--- src/rtl/core/subtitle_tag_stripper_macros.svh ---
// Assertion macros for the subtitle tag stripper.
`ifndef SUBTITLE_TAG_STRIPPER_MACROS_SVH
`define SUBTITLE_TAG_STRIPPER_MACROS_SVH

// Condition that holds at every clock edge out of reset.
`define STS_ASSERT_ALWAYS(lbl, cond, msg) \
  lbl: assert property (@(posedge clk_i) disable iff (!rst_ni) (cond)) else $error(msg);

// Same-cycle implication.
`define STS_ASSERT_IMP(lbl, ante, cons, msg) \
  lbl: assert property (@(posedge clk_i) disable iff (!rst_ni) (ante) |-> (cons)) else $error(msg);

// Next-cycle implication.
`define STS_ASSERT_NXT(lbl, ante, cons, msg) \
  lbl: assert property (@(posedge clk_i) disable iff (!rst_ni) (ante) |=> (cons)) else $error(msg);

`endif

--- src/rtl/core/sts_pkg.sv ---
// Shared constants and types for the subtitle tag stripper.
`timescale 1ns / 1ps
`default_nettype none

package sts_pkg;

  localparam int unsigned TAG_DEPTH_DEF = 63;
  localparam logic [15:0] MAX_LEN_RST = 16'd511;

  localparam logic OP_TEXT = 1'b0;

  localparam logic [7:0] CH_LBRACE = 8'h7B;
  localparam logic [7:0] CH_RBRACE = 8'h7D;
  localparam logic [7:0] CH_BSLASH = 8'h5C;
  localparam logic [7:0] CH_P      = 8'h70;
  localparam logic [7:0] CH_UPPER_N = 8'h4E;
  localparam logic [7:0] CH_LOWER_N = 8'h6E;
  localparam logic [7:0] CH_H      = 8'h68;
  localparam logic [7:0] CH_0      = 8'h30;
  localparam logic [7:0] CH_9      = 8'h39;
  localparam logic [7:0] CH_NL     = 8'h0A;
  localparam logic [7:0] CH_SP     = 8'h20;

  typedef struct packed {
    logic [7:0] ch_res;
    logic       has_char;
    logic       last;
    logic       overflow;
  } res_t;

endpackage

`default_nettype wire

--- src/rtl/core/sts_tag_mem.sv ---
// Tag store: single-port-write, registered-read memory of raw tag bytes.
`timescale 1ns / 1ps
`default_nettype none

module sts_tag_mem #(
  parameter int unsigned Depth = sts_pkg::TAG_DEPTH_DEF,
  parameter int unsigned Aw    = $clog2(sts_pkg::TAG_DEPTH_DEF)
) (
  input  wire logic          clk_i,
  input  wire logic          we_i,
  input  wire logic [Aw-1:0] waddr_i,
  input  wire logic [7:0]    wdata_i,
  input  wire logic          re_i,
  input  wire logic [Aw-1:0] raddr_i,
  output logic      [7:0]    rdata_o
);

  logic [7:0] mem [Depth];
  logic [7:0] rdata_q;

  always_ff @(posedge clk_i) begin
    if (we_i) begin
      mem[waddr_i] <= wdata_i;
    end
    if (re_i) begin
      rdata_q <= mem[raddr_i];
    end
  end

  assign rdata_o = rdata_q;

endmodule

`default_nettype wire

--- src/rtl/core/sts_out_buf.sv ---
// Output register between the stripper core and the result channel.
`timescale 1ns / 1ps
`default_nettype none

module sts_out_buf (
  input  wire logic          clk_i,
  input  wire logic          rst_ni,
  input  wire logic          push_i,
  input  wire sts_pkg::res_t res_i,
  output logic               ready_o,
  output logic               out_valid_o,
  input  wire logic          out_stall_i,
  output sts_pkg::res_t      res_o
);

  logic          valid_q, valid_d;
  sts_pkg::res_t res_q;

  assign ready_o = !valid_q || !out_stall_i;

  always_comb begin
    valid_d = valid_q;
    if (push_i) begin
      valid_d = 1'b1;
    end else if (!out_stall_i) begin
      valid_d = 1'b0;
    end
  end

  always_ff @(posedge clk_i or negedge rst_ni) begin
    if (!rst_ni) begin
      valid_q <= 1'b0;
    end else begin
      valid_q <= valid_d;
    end
  end

  always_ff @(posedge clk_i) begin
    if (push_i) begin
      res_q <= res_i;
    end
  end

  assign out_valid_o = valid_q;
  assign res_o       = res_q;

endmodule

`default_nettype wire

--- src/rtl/core/subtitle_tag_stripper.sv ---
// Subtitle tag stripper: removes brace override tags from streamed subtitle text.
//
// Text bytes arrive with op 0, the end of a string with op 1. A text byte
// that releases a held backslash ahead of itself yields two results, the
// second sent from the EMIT2 state; each result goes through a single output
// register, so a stalled output holds the input. The end item of a string
// left inside an open tag replays the stored tag bytes, each read from the
// tag store memory in the RD state and sent in the WR state. max_len may be
// written whenever no item is in flight.
`timescale 1ns / 1ps
`default_nettype none
`include "subtitle_tag_stripper_macros.svh"

module subtitle_tag_stripper #(
  parameter int unsigned TAG_DEPTH = sts_pkg::TAG_DEPTH_DEF
) (
  input  wire logic        clk_i,
  input  wire logic        rst_ni,
  input  wire logic        in_valid_i,
  output logic             in_stall_o,
  input  wire logic        op_i,
  input  wire logic [7:0]  ch_i,
  output logic             out_valid_o,
  input  wire logic        out_stall_i,
  output logic      [7:0]  ch_res_o,
  output logic             has_char_o,
  output logic             last_o,
  output logic             overflow_o,
  input  wire logic        cfg_valid_i,
  output logic             cfg_ready_o,
  input  wire logic [15:0] cfg_max_len_i
);

  localparam int unsigned AW = $clog2(TAG_DEPTH);
  localparam int unsigned CW = $clog2(TAG_DEPTH + 1);

  typedef enum logic [1:0] {
    ST_IDLE,
    ST_EMIT2,
    ST_RD,
    ST_WR
  } state_e;

  state_e        state_q, state_d;
  logic          inside_q, inside_d;
  logic          draw_q, draw_d;
  logic          pdig_q, pdig_d;
  logic          pend_q, pend_d;
  logic [CW-1:0] tcnt_q, tcnt_d;
  logic          tovf_q, tovf_d;
  logic [15:0]   ocnt_q, ocnt_d;
  logic [15:0]   max_len_q;
  logic [7:0]    hold_q, hold_d;
  logic [CW-1:0] idx_q, idx_d;

  logic          obuf_ready;
  logic          in_acc;
  logic          push;
  sts_pkg::res_t res;
  sts_pkg::res_t res_out;
  logic          we;
  logic [AW-1:0] waddr;
  logic [7:0]    wdata;
  logic          re;
  logic [7:0]    rdata;

  assign in_stall_o  = !((state_q == ST_IDLE) && obuf_ready);
  assign in_acc      = in_valid_i && !in_stall_o;
  assign cfg_ready_o = 1'b1;

  always_comb begin
    logic       done;
    logic       want_a;
    logic       want_b;
    logic [7:0] a_ch;
    logic       is_digit;
    logic       rlast;

    done     = 1'b0;
    want_a   = 1'b0;
    want_b   = 1'b0;
    a_ch     = sts_pkg::CH_BSLASH;
    is_digit = (ch_i >= sts_pkg::CH_0) && (ch_i <= sts_pkg::CH_9);
    rlast    = 1'b0;

    state_d  = state_q;
    inside_d = inside_q;
    draw_d   = draw_q;
    pdig_d   = pdig_q;
    pend_d   = pend_q;
    tcnt_d   = tcnt_q;
    tovf_d   = tovf_q;
    ocnt_d   = ocnt_q;
    hold_d   = hold_q;
    idx_d    = idx_q;
    push     = 1'b0;
    res      = '0;
    we       = 1'b0;
    waddr    = tcnt_q[AW-1:0];
    wdata    = ch_i;
    re       = 1'b0;

    unique case (state_q)
      ST_IDLE: begin
        if (in_acc) begin
          if (op_i == sts_pkg::OP_TEXT) begin
            if (inside_q) begin
              if (tcnt_q < CW'(TAG_DEPTH)) begin
                we     = 1'b1;
                tcnt_d = tcnt_q + 1'b1;
              end else begin
                tovf_d = 1'b1;
              end
              if (pend_q) begin
                pend_d = 1'b0;
                if (ch_i == sts_pkg::CH_P) begin
                  draw_d = 1'b0;
                  pdig_d = 1'b1;
                  done   = 1'b1;
                end
              end
              if (!done && pdig_q) begin
                if (is_digit) begin
                  if (ch_i != sts_pkg::CH_0) begin
                    draw_d = 1'b1;
                  end
                  done = 1'b1;
                end else begin
                  pdig_d = 1'b0;
                end
              end
              if (!done) begin
                if (ch_i == sts_pkg::CH_RBRACE) begin
                  inside_d = 1'b0;
                  tcnt_d   = '0;
                  tovf_d   = 1'b0;
                end else if (ch_i == sts_pkg::CH_BSLASH) begin
                  pend_d = 1'b1;
                end
              end
            end else begin
              if (pend_q) begin
                pend_d = 1'b0;
                if ((ch_i == sts_pkg::CH_UPPER_N) || (ch_i == sts_pkg::CH_LOWER_N)) begin
                  a_ch   = sts_pkg::CH_NL;
                  want_a = 1'b1;
                  done   = 1'b1;
                end else if (ch_i == sts_pkg::CH_H) begin
                  a_ch   = sts_pkg::CH_SP;
                  want_a = 1'b1;
                  done   = 1'b1;
                end else if (!draw_q) begin
                  want_a = 1'b1;
                end
              end
              if (!done) begin
                if (ch_i == sts_pkg::CH_BSLASH) begin
                  pend_d = 1'b1;
                end else if (ch_i == sts_pkg::CH_LBRACE) begin
                  inside_d = 1'b1;
                  tovf_d   = 1'b0;
                  tcnt_d   = CW'(1);
                  we       = 1'b1;
                  waddr    = '0;
                end else if (!draw_q) begin
                  want_b = 1'b1;
                end
              end
              if ((want_a || want_b) && (ocnt_q < max_len_q)) begin
                push         = 1'b1;
                res.ch_res   = want_a ? a_ch : ch_i;
                res.has_char = 1'b1;
                ocnt_d       = ocnt_q + 16'd1;
              end
              if (want_a && want_b) begin
                hold_d  = ch_i;
                state_d = ST_EMIT2;
              end
            end
          end else begin
            if (inside_q && (tcnt_q != '0) && (ocnt_q < max_len_q)) begin
              idx_d   = '0;
              state_d = ST_RD;
            end else begin
              push         = 1'b1;
              res.last     = 1'b1;
              res.overflow = inside_q && tovf_q;
              if (!inside_q && pend_q && !draw_q && (ocnt_q < max_len_q)) begin
                res.ch_res   = sts_pkg::CH_BSLASH;
                res.has_char = 1'b1;
              end
              inside_d = 1'b0;
              draw_d   = 1'b0;
              pdig_d   = 1'b0;
              pend_d   = 1'b0;
              tcnt_d   = '0;
              tovf_d   = 1'b0;
              ocnt_d   = '0;
            end
          end
        end
      end
      ST_EMIT2: begin
        if (obuf_ready) begin
          if (ocnt_q < max_len_q) begin
            push         = 1'b1;
            res.ch_res   = hold_q;
            res.has_char = 1'b1;
            ocnt_d       = ocnt_q + 16'd1;
          end
          state_d = ST_IDLE;
        end
      end
      ST_RD: begin
        re      = 1'b1;
        state_d = ST_WR;
      end
      ST_WR: begin
        if (obuf_ready) begin
          rlast        = (CW'(idx_q + 1'b1) == tcnt_q) || ((ocnt_q + 16'd1) == max_len_q);
          push         = 1'b1;
          res.ch_res   = rdata;
          res.has_char = 1'b1;
          res.last     = rlast;
          res.overflow = tovf_q;
          ocnt_d       = ocnt_q + 16'd1;
          if (rlast) begin
            inside_d = 1'b0;
            draw_d   = 1'b0;
            pdig_d   = 1'b0;
            pend_d   = 1'b0;
            tcnt_d   = '0;
            tovf_d   = 1'b0;
            ocnt_d   = '0;
            state_d  = ST_IDLE;
          end else begin
            idx_d   = idx_q + 1'b1;
            state_d = ST_RD;
          end
        end
      end
      default: state_d = ST_IDLE;
    endcase
  end

  always_ff @(posedge clk_i or negedge rst_ni) begin
    if (!rst_ni) begin
      state_q   <= ST_IDLE;
      inside_q  <= 1'b0;
      draw_q    <= 1'b0;
      pdig_q    <= 1'b0;
      pend_q    <= 1'b0;
      tcnt_q    <= '0;
      tovf_q    <= 1'b0;
      ocnt_q    <= '0;
      max_len_q <= sts_pkg::MAX_LEN_RST;
      idx_q     <= '0;
    end else begin
      state_q  <= state_d;
      inside_q <= inside_d;
      draw_q   <= draw_d;
      pdig_q   <= pdig_d;
      pend_q   <= pend_d;
      tcnt_q   <= tcnt_d;
      tovf_q   <= tovf_d;
      ocnt_q   <= ocnt_d;
      idx_q    <= idx_d;
      if (cfg_valid_i && cfg_ready_o) begin
        max_len_q <= cfg_max_len_i;
      end
    end
  end

  always_ff @(posedge clk_i) begin
    hold_q <= hold_d;
  end

  sts_tag_mem #(
    .Depth (TAG_DEPTH),
    .Aw    (AW)
  ) u_tag_mem (
    .clk_i   (clk_i),
    .we_i    (we),
    .waddr_i (waddr),
    .wdata_i (wdata),
    .re_i    (re),
    .raddr_i (idx_q[AW-1:0]),
    .rdata_o (rdata)
  );

  sts_out_buf u_out_buf (
    .clk_i       (clk_i),
    .rst_ni      (rst_ni),
    .push_i      (push),
    .res_i       (res),
    .ready_o     (obuf_ready),
    .out_valid_o (out_valid_o),
    .out_stall_i (out_stall_i),
    .res_o       (res_out)
  );

  assign ch_res_o   = res_out.ch_res;
  assign has_char_o = res_out.has_char;
  assign last_o     = res_out.last;
  assign overflow_o = res_out.overflow;

  `STS_ASSERT_IMP(a_push_room, push, obuf_ready, "item pushed into a full output register")
  `STS_ASSERT_ALWAYS(a_tcnt_range, tcnt_q <= CW'(TAG_DEPTH), "tag count beyond tag store")
  `STS_ASSERT_IMP(a_replay_in_tag, (state_q == ST_RD) || (state_q == ST_WR), inside_q, "replay outside a tag")
  `STS_ASSERT_NXT(a_last_idle, push && res.last, state_q == ST_IDLE, "final item did not return to idle")

endmodule

`default_nettype wire
--- config.mk ---
export PLATFORM = sky130hd
export DESIGN_NAME = subtitle_tag_stripper
export DESIGN_NICKNAME = d
export VERILOG_FILES = /design/src/rtl/core/sts_pkg.sv /design/src/rtl/core/sts_tag_mem.sv /design/src/rtl/core/sts_out_buf.sv /design/src/rtl/core/subtitle_tag_stripper.sv
export VERILOG_INCLUDE_DIRS = /design/src /design/src/rtl/core
export SDC_FILE = /design/constraint.sdc
export NUM_CORES = 1
export LEC_CHECK = 0
export ABC_AREA = 1
export BUFFER_PORTS_ARGS = -buffer_cell sky130_fd_sc_hd__buf_2
export CORE_MARGIN = 1.5
export CORE_UTILIZATION = 46
export CTS_CLUSTER_SIZE = 24
export DETAILED_ROUTE_END_ITERATION = 7
export GPL_TIMING_DRIVEN = 1
export HOLD_SLACK_MARGIN = 0.12
export PLACE_DENSITY_LB_ADDON = 0.1
export RECOVER_POWER = 25
export SYNTH_ARGS = -nofsm -noshare
export SYNTH_HDL_FRONTEND = slang
export SYNTH_SLANG_ARGS = --single-unit
--- constraint.sdc ---
create_clock -name clk_i -period 3.8 [get_ports clk_i]
set_input_delay 0.38 -clock clk_i [delete_from_list [all_inputs] [get_ports clk_i]]
set_output_delay 0.38 -clock clk_i [all_outputs]
set_load 0.02 [all_outputs]
**Word level (Yosys, flattened, before mapping)**

Memory sizes are Yosys's and may differ from the RTL's. A register that Yosys moved wholly into a read port is not among the register bits.
Index checks and enable logic that the tools add are counted.
W data, S select, Z words.

- Flip-flop bits (word level): 71
- Memory bits (writable): 504
- Bits of input ports: 30
- Output and inout port bits: 14
- Logic and storage cells: 251
- Memories: 1

- Add/subtract/negate cells: 3
- Order comparisons: 4
- Equal/unequal tests: 31
- Multiplexer cells: 161
- Bitwise operators: 2
- Reductions and logical operators: 33

Memories:

| memory | depth | width | read ports | clocked after memory_dff | write ports | RTL line | source |
|---|---|---|---|---|---|---|---|
| u_tag_mem.mem | 63 | 8 | 1 | 1 | 1 | sts_tag_mem.sv:18 | `logic [7:0] mem [Depth];` |

Operator list:

| cell | number |
|---|---|
| $mux W16 | 9 |
| $mux W6 | 24 |
| $mux W1 | 94 |
| $eq A8 B7 Y1 const B | 7 |
| $pmux W16 S3 | 1 |
| $mux W9 | 5 |
| $mux W11 | 3 |
| $pmux W9 S3 | 1 |
| $pmux W6 S2 | 2 |
| $mux W7 | 3 |
| $mux W2 | 9 |
| $reduce_and A6 Y1 | 3 |
| $add A16 B1 Y16 const B | 1 |
| $eq A16 B16 Y1 | 1 |
| $lt A16 B16 Y1 | 1 |
| $mux W8 | 2 |
| $reduce_and A8 Y1 | 2 |
| $ne A2 B2 Y1 const B | 7 |
| $add A6 B1 Y6 const B | 2 |
| $logic_and A1 B1 Y1 | 12 |
| $pmux W1 S2 | 5 |
| $reduce_and A5 Y1 | 2 |
| $ne A3 B2 Y1 const B | 3 |
| $ne A3 B3 Y1 const B | 3 |
| other kinds (20) | 32 |

**Longest topological paths before layout**

Gate-level depths: netlist of the first run.

- Word-level depth: 21
- Gate-level depth with buffers: 17
- Gate-level depth less buffers: 17

**By module**

A second synthesis of the first run with hierarchy kept.

- Cell total of the unflattened synthesis: 2476
- Area, all modules: 25886.1 sq um

Modules (own cells, without submodules):

| module | instances | cells an instance | area an instance (sq um) | sequential area each (sq um) |
|---|---|---|---|---|
| sts_tag_mem | 1 | 1785 | 20951.3 | 15374.7 |
| subtitle_tag_stripper | 1 | 676 | 4563.1 | 1527.7 |
| sts_out_buf | 1 | 15 | 371.6 | 355.3 |

**Worst setup path before layout of the first run**

Ideal clock, no wire load.

- Path kind: reg-to-reg
- Start point: register state_q[0]
- End point: memory u_tag_mem.mem[32][0] (enable)
- Library setup time: 0.395 ns
- Arrival: 2.406 ns
- Required time: 3.405 ns
- Path slack: 0.999 ns
- Stages on the path, launching flop included: 9
- Path buffers: 0
- Clock period less this slack: 2.801 ns
- Cell sequence: dfrtp_1 -> inv_1 -> ha_1 -> nand3_1 -> nor2_1 -> nand2_1 -> a21oi_4 -> nand3_1 -> nor4_1

- Cells in the longest elaborated chain, start to end: 7
- Elaborated cells on any way between the ends: 9
- Those cells by class: 6 x mux; 3 x reduce/logical

Ends and longest elaborated chain:

| item | RTL line | source |
|---|---|---|
| start, declared | subtitle_tag_stripper.sv:44 | `state_e state_q, state_d;` |
| start signal, assigned | subtitle_tag_stripper.sv:259 | `state_q <= state_d;` |
| $logic_not A2 Y1 * | subtitle_tag_stripper.sv:67, subtitle_tag_stripper.sv:103 |  |
| $logic_and A1 B1 Y1 | subtitle_tag_stripper.sv:67 | `assign in_stall_o = !((state_q == ST_IDLE) && obuf_ready);` |
| $logic_and A1 B1 Y1 | subtitle_tag_stripper.sv:68 | `assign in_acc = in_valid_i && !in_stall_o;` |
| $mux W1 | subtitle_tag_stripper.sv:105 | `if (in_acc) begin` |
| $mux W1 | subtitle_tag_stripper.sv:103 | `unique case (state_q)` |
| $mux W1 | sts_tag_mem.sv:22 | `if (we_i) begin` |
| $mux W1 (implied by the code) | sts_tag_mem.sv:23 | `mem[waddr_i] <= wdata_i;` |
| end, declared | sts_tag_mem.sv:18 |  |

Every way passes the cells marked *; elsewhere a longest branch is shown, timed or not.

**Worst setup path after layout of the first run**

- Start point: register state_q[0]
- End point: memory u_tag_mem.mem[0][6] (enable)

The elaborated chain is that of the path after synthesis.

==> flow_summary.yaml, run 1 <==
global_routing:
  grt_max_degree: 128
  overflow: 0
  antenna_found_initial: 2
  grt_pass1_wl_mm: 104
  grt_pass1_vias: 16991
  track_usage: 0.245
placement:
  dp_hpwl_mm: 43.1
  portBuffers: 42
  pre_cts_ws_ps: 435
  place_area_um2: 26800
  place_congestion: 0.898
synthesis:
  async_reset_ff_frac: 0.0892
  yosysSeqAreaShare: 0.682
  synthCells: 2268
  ys_warn_count: 0
  syn-num-nets: 2323
  yosys.cell_count.top_type: "edfxtp_1"
  yosys.cell_types.count: 53
  netlist_top_cells_count: "edfxtp_1, nor2_1, o21ai_0, nand2_1, o22ai_1"
  yosysTopAreaCell: "edfxtp_1"
  synth.top_cell.area_share: 0.630
  synth-seq-cells: 583
  synth_area_leaders: "edfxtp_1, o21ai_0, nor2_1"
  syn_area_um2: 25300
  synth-edff-count: 531
  avgSynthCellArea_um2: 11.2
  ys.flop_type: "edfxtp_1"
flow_run:
  maxCapViolCount: 5
layout:
  multi_input_area_um2: 7160
  layout-drive-gt1-share: 0.114
  ff_latch_area_um2: 17300
  syn_to_final_growth_pct: 14.3
  nFillCells: 4661
  n_antenna_cell: 0
  fin_area_um2: 29000
  nets: 2423
cts:
  cts-htree-levels: 2
  cts_max_path_buffers: 3
  cts-root-buf: "clkbuf_16"
  cts_tree: "done"
  numCtsBuffers: 61
  clkLatencyLatePin_ps: 640
  clk_pin_slew_ps: 60
  cts.sinks: 583
  cts_resized: 0
drt:
  via_per_inst: 5.68
  route.detailed.drc: 0
  vias: 17678
  drt_iter0_drc: 1540
  wirelength_mm: 69.0
  antenna_left: 0
  wl_per_cell_um: 22.2
  drt_first_pass_iters: 5
floorplan:
  die_w_um: 238
  die_height_um: 238
  io_pins: 44
  die_area_um2: 56500
  num_rows: 85
  start_util: 0.468
  core_area_um2: 54100
timing:
  max_slew_margin: -1.37
  rsz0062_at_grt: "no"
  tightest_slew_ps: 3550
  setup_violations: 0
  drv_slew: 200
  period_needed_ps: 3450
  max_freq_ghz: 0.290
  finalHoldViolations: 0
  setup_ws_ps: 348
  hold_ws_ps: 175
  post-route-period-util: 0.908
  skew_ps: 24.9
  tns_ps: 0
power_and_ir_drop:
  power_mw: 16.1
  ir_drop_mv: 0.385
  powerDensity_nw_per_um2: 556
  cellLeakagePower_nw: 10.3
worst_setup_path:
  rr_startpoint: "state_q[0]"
  rr_worst_depth: 11
  end_kind: "register"
  setup.worst_path.start_class: "register"
  crit_arrival_ps: 3790
  timing.rr.end: "u_tag_mem.mem[0][6]"
  cp-startpoint: "state_q[0]"
  rrSetupSlack_ps: 350
  crit_fanout: 8
  worstSetupPathType: "register to register"
  required_ps: 4140
worst_hold_path:
  hold_depth: 4
  holdPathEnd: "pend_q"
  hp-class: "input port to register"
  hp-start: "op_i"
run_status:
  violations: "capacitance limit, slew limit"
  status: "finished with violations"
==> state kept, by name (all words and copies together) (netlist names), 2 cells and up <==
signal             flops
hold_q                 8
u_tag_mem.rdata_o      8
max_len_q             16
u_out_buf.res_o       11
tcnt_q                 6
state_q                2
idx_q                  6
u_tag_mem.mem        504
ocnt_q                16
==> routing by layer <==
| layer | part of all wire | global-route usage |
|---|---|---|
| met1 | 0.43 | 0.334 |
| met5 | 0 | 0 |
| met2 | 0.47 | 0.396 |
| met4 | 0.031 | 0.0853 |
| met3 | 0.068 | 0.0456 |
==> worst max-delay path, stage by stage (launching register included) <==
cell and delay (ps):
dfrtp_1 410, inv_1 140, ha_1 290, nand3_1 190, inv_1 160, nand2_1 130
nor2_2 290, nor2_1 180, inv_1 170, nand3_1 650, nor2_1 320, buf_4 220
==> power by group <==
part	switching, mW	internal, mW
Clock	2.47	3.61
Sequential	0.145	7.21
Combinational	1.90	0.752
Total	4.52	11.6
==> kinds of logic (layout without fill, tap and decap cells) <==
family / after synthesis / count (layout) / share of synthesized area
AO/OA/AOI/OAI: 560 / 560 / 0.123
buffers and inverters: 228 / 377 / 0.0357
other: 1 / 1 / 0.000148
XOR/XNOR: 9 / 9 / 0.00366
adder cells (fa/ha/maj): 25 / 25 / 0.0124
AND/OR/NAND/NOR: 861 / 861 / 0.143
flip-flops: 583 / 583 / 0.682
multiplexers: 1 / 1 / 0.000445
==> final cells by class <==
| class | count | share of cell area |
|---|---|---|
| Timing Repair Buffer | 159 | 0.0415 |
| Clock inverter | 25 | 0.0115 |
| Inverter | 106 | 0.0139 |
| Sequential cell | 583 | 0.596 |
| Multi-Input combinational cell | 1457 | 0.247 |
| Clock buffer | 87 | 0.0593 |
| Tap cell | 696 | 0.0301 |
==> per-stage QoR <==
stage | utilization | std cells
final | 0.535 | 3113
after floorplan | - | 2268
after global placement | 0.494 | 2984
after detailed placement | 0.494 | 2984
after global routing | 0.535 | 3113
after CTS | 0.535 | 3113
==> repair_timing <==
| action | CTS | global route |
|---|---|---|
| hold buffers | 17 | 0 |
| hold endpoints to repair | 46 | 0 |
| setup buffers | 0 | 0 |
==> how the worst max path moves through the flow <==
stage | cells past startpoint | end | slack [ps]
floorplan | 8 | u_tag_mem.mem[32][0] | 1000
global placement | 13 | u_tag_mem.mem[61][0] | 560
detailed placement | 13 | u_tag_mem.mem[61][7] | 430
CTS | 13 | u_tag_mem.mem[61][7] | 400
global route | 13 | u_tag_mem.mem[61][1] | 50
finish | 11 | u_tag_mem.mem[0][6] | 350
==> cells in the final DEF (no fill, tap or decap), types with 10 or more instances in the layout <==
| cell type | n |
|---|---|
| ha_1 | 25 |
| dlygate4sd3_1 | 17 |
| clkbuf_16 | 63 |
| o221ai_1 | 14 |
| o21ai_0 | 336 |
| nand3_1 | 91 |
| clkbuf_1 | 31 |
| inv_1 | 101 |
| clkinv_1 | 10 |
| edfxtp_1 | 531 |
| nand2_1 | 291 |
| buf_2 | 36 |
| nand4_1 | 16 |
| a21oi_1 | 51 |
| buf_4 | 86 |
| nor2_1 | 402 |
| nor3_1 | 15 |
| nand2_2 | 15 |
| o22ai_1 | 122 |
| dfrtp_1 | 40 |
Power figures use the tool's default switching activity.
==> run 2: changes to the inputs <==
==> constraint.sdc (replaced) <==
create_clock -name clk_i -period 2.8 [get_ports clk_i]
set_input_delay 0.28 -clock clk_i [delete_from_list [all_inputs] [get_ports clk_i]]
set_output_delay 0.28 -clock clk_i [all_outputs]
set_load 0.02 [all_outputs]
==> flow_summary.yaml, run 2 (same netlist as run 1, synthesis figures left out) <==
floorplan:
  io_pins: 44
  core_area_um2: 54100
  start_util: 0.468
  die_height_um: 238
  num_rows: 85
  die_area_um2: 56500
  die_w_um: 238
timing:
  max_freq_ghz: 0.380
  post-route-period-util: 0.940
  finalHoldViolations: 0
  skew_ps: 19.2
  tightest_slew_ps: 1700
  rsz0062_at_grt: "no"
  setup_violations: 0
  drv_slew: 200
  max_slew_margin: -0.135
  period_needed_ps: 2630
placement:
  dp_hpwl_mm: 44.1
  place_area_um2: 27500
  portBuffers: 42
  place_congestion: 0.937
worst_setup_path:
  slowest_stage: "dfstp_2"
  required_ps: 3150
  rrSetupSlack_ps: 170
  cp-startpoint: "max_len_q[3]"
  critical_path.top_delay_family: "compound AO/OA/AOI/OAI gates"
  timing.rr.end: "u_out_buf.res_o[5]"
  end_kind: "register"
  crit_buf_inv: 5
  worstSetupPathType: "register to register"
  slowest_delay_ps: 530
  rr_worst_depth: 16
  cpMostUsedCell: "nand2_1"
  setup.worst_path.start_class: "register"
  crit_fanout: 11
  crit_path_end: "u_out_buf.res_o[5]"
  crit_arrival_ps: 2980
  rr_startpoint: "max_len_q[3]"
  path_cells: "inv_1 -> ha_1 -> a21oi_2 -> o21a_1 -> o21ai_1 -> buf_4 -> nand2_2 -> nand2_1 -> inv_2 -> nand2_1 -> o21ai_2 -> nand3_1 -> nand2_1 -> nand2_1 -> inv_1 -> buf_12"
  worstSetupPathDepth: 16
drt:
  via_per_inst: 5.64
  antenna_left: 0
  route.detailed.drc: 0
  wl_per_cell_um: 21.7
  drt_first_pass_iters: 5
  wirelength_mm: 69.4
  vias: 18068
  drt_iter0_drc: 1811
cts:
  cts_max_path_buffers: 3
  clk_pin_slew_ps: 60
  clkLatencyLatePin_ps: 640
  cts.sinks: 583
  numCtsBuffers: 60
  cts-root-buf: "clkbuf_16"
  cts-htree-levels: 2
  cts_tree: "done"
global_routing:
  antenna_found_initial: 2
  track_usage: 0.248
  grt_pass1_vias: 17735
  grt_pass1_wl_mm: 106
  overflow: 0
  grt_max_degree: 78
power_and_ir_drop:
  ir_drop_mv: 0.622
  cellLeakagePower_nw: 10.7
  power_mw: 21.8
  powerDensity_nw_per_um2: 732
run_status:
  violations: "capacitance limit, slew limit"
  status: "finished with violations"
layout:
  largestRegisters: "u_tag_mem.mem x504, max_len_q x16, ocnt_q x16"
  final_cell_mix: "edfxtp_1, nor2_1, o21ai_0"
  final_common_cell: "edfxtp_1"
  layout-drive-gt1-share: 0.155
  syn_to_final_growth_pct: 17.5
  largest_reg_flops: 504
  fin_area_um2: 29700
  nets: 2513
  regMostFlops: "u_tag_mem.mem"
  nFillCells: 4685
  ff_latch_area_um2: 17300
  multi_input_area_um2: 7270
flow_run:
  maxCapViolCount: 3
worst_hold_path:
  hp-class: "input port to register"
## run 2: changes by cell type in the layout (fill, tap and decap cells not counted), moves of 5 or more
cell	previous run	this run
buf_12	8	19
buf_4	86	151
clkbuf_1	31	20
clkbuf_2	0	5
clkinv_2	1	8
clkinvlp_4	3	8
dfstp_1	6	1
dfstp_2	3	8
dlygate4sd3_1	17	29
nor2_1	402	393
nor2_2	8	16
## run 2: per-layer routing
layer	GRT usage	part of all wire
met3	0.0427	0.058
met2	0.405	0.47
met4	0.0789	0.029
met1	0.340	0.44
met5	0	0.00013
## run 2: worst min-delay path by stage
| stage | endpoint | cells after the start | slack [ps] | from |
|---|---|---|---|---|
| floorplan | draw_q | 0 | -20 | rst_ni |
| global placement | u_out_buf.out_valid_o | 1 | 280 | rst_ni |
| detailed placement | u_out_buf.out_valid_o | 1 | 280 | rst_ni |
| CTS | max_len_q[9] | 3 | 120 | cfg_valid_i |
| global route | max_len_q[9] | 2 | 190 | cfg_valid_i |
| finish | max_len_q[13] | 3 | 170 | cfg_valid_i |
## run 2: through the flow
| stage | utilization | std cells | setup TNS (ps) | worst slack (ps) | hold WS, ps |
|---|---|---|---|---|---|
| final | 0.549 | 3203 | 0 | 168 | 167 |
| after global routing | 0.549 | 3201 | 0 | 19.2 | 194 |
| after CTS | 0.548 | 3201 | 0 | 7.70 | 125 |
| after detailed placement | 0.508 | 3063 | -2220 | -141 | 285 |
| after global placement | 0.508 | 3063 | -1040 | -80.4 | 283 |
| after floorplan | - | 2268 | -16.2 | -1.01 | -15.6 |
## run 2: area by class of cell
type                            count  share of cell area
Clock buffer                       72              0.0523
Tap cell                          696              0.0293
Clock inverter                     37              0.0110
Multi-Input combinational cell   1457               0.244
Sequential cell                   583               0.581
Timing Repair Buffer              250              0.0689
Inverter                          106              0.0135
Antenna cell                        2            0.000168
## run 2: worst min-delay path: cells and delay by family
family	cells	cell delay [ps]
AOI/OAI and AO/OA	1	70
buffers and inverters	1	280
and+or+nand+nor	1	120
## run 2: repair_timing
item	CTS	global route
resized for setup	4	22
hold endpoints to repair	64	0
endpoints found under the setup margin	32	466
pin swaps	0	3
setup buffers	0	0
hold buffers	29	0
## run 2: report_power, final
group / internal, mW / total (mW) / switching [mW] / leakage [nW]
clock network: 4.33 / 7.75 / 3.41 / 0.897
logic: 1.33 / 4.06 / 2.73 / 4.37
registers: 9.79 / 9.96 / 0.168 / 5.45
total: 15.5 / 21.8 / 6.31 / 10.7
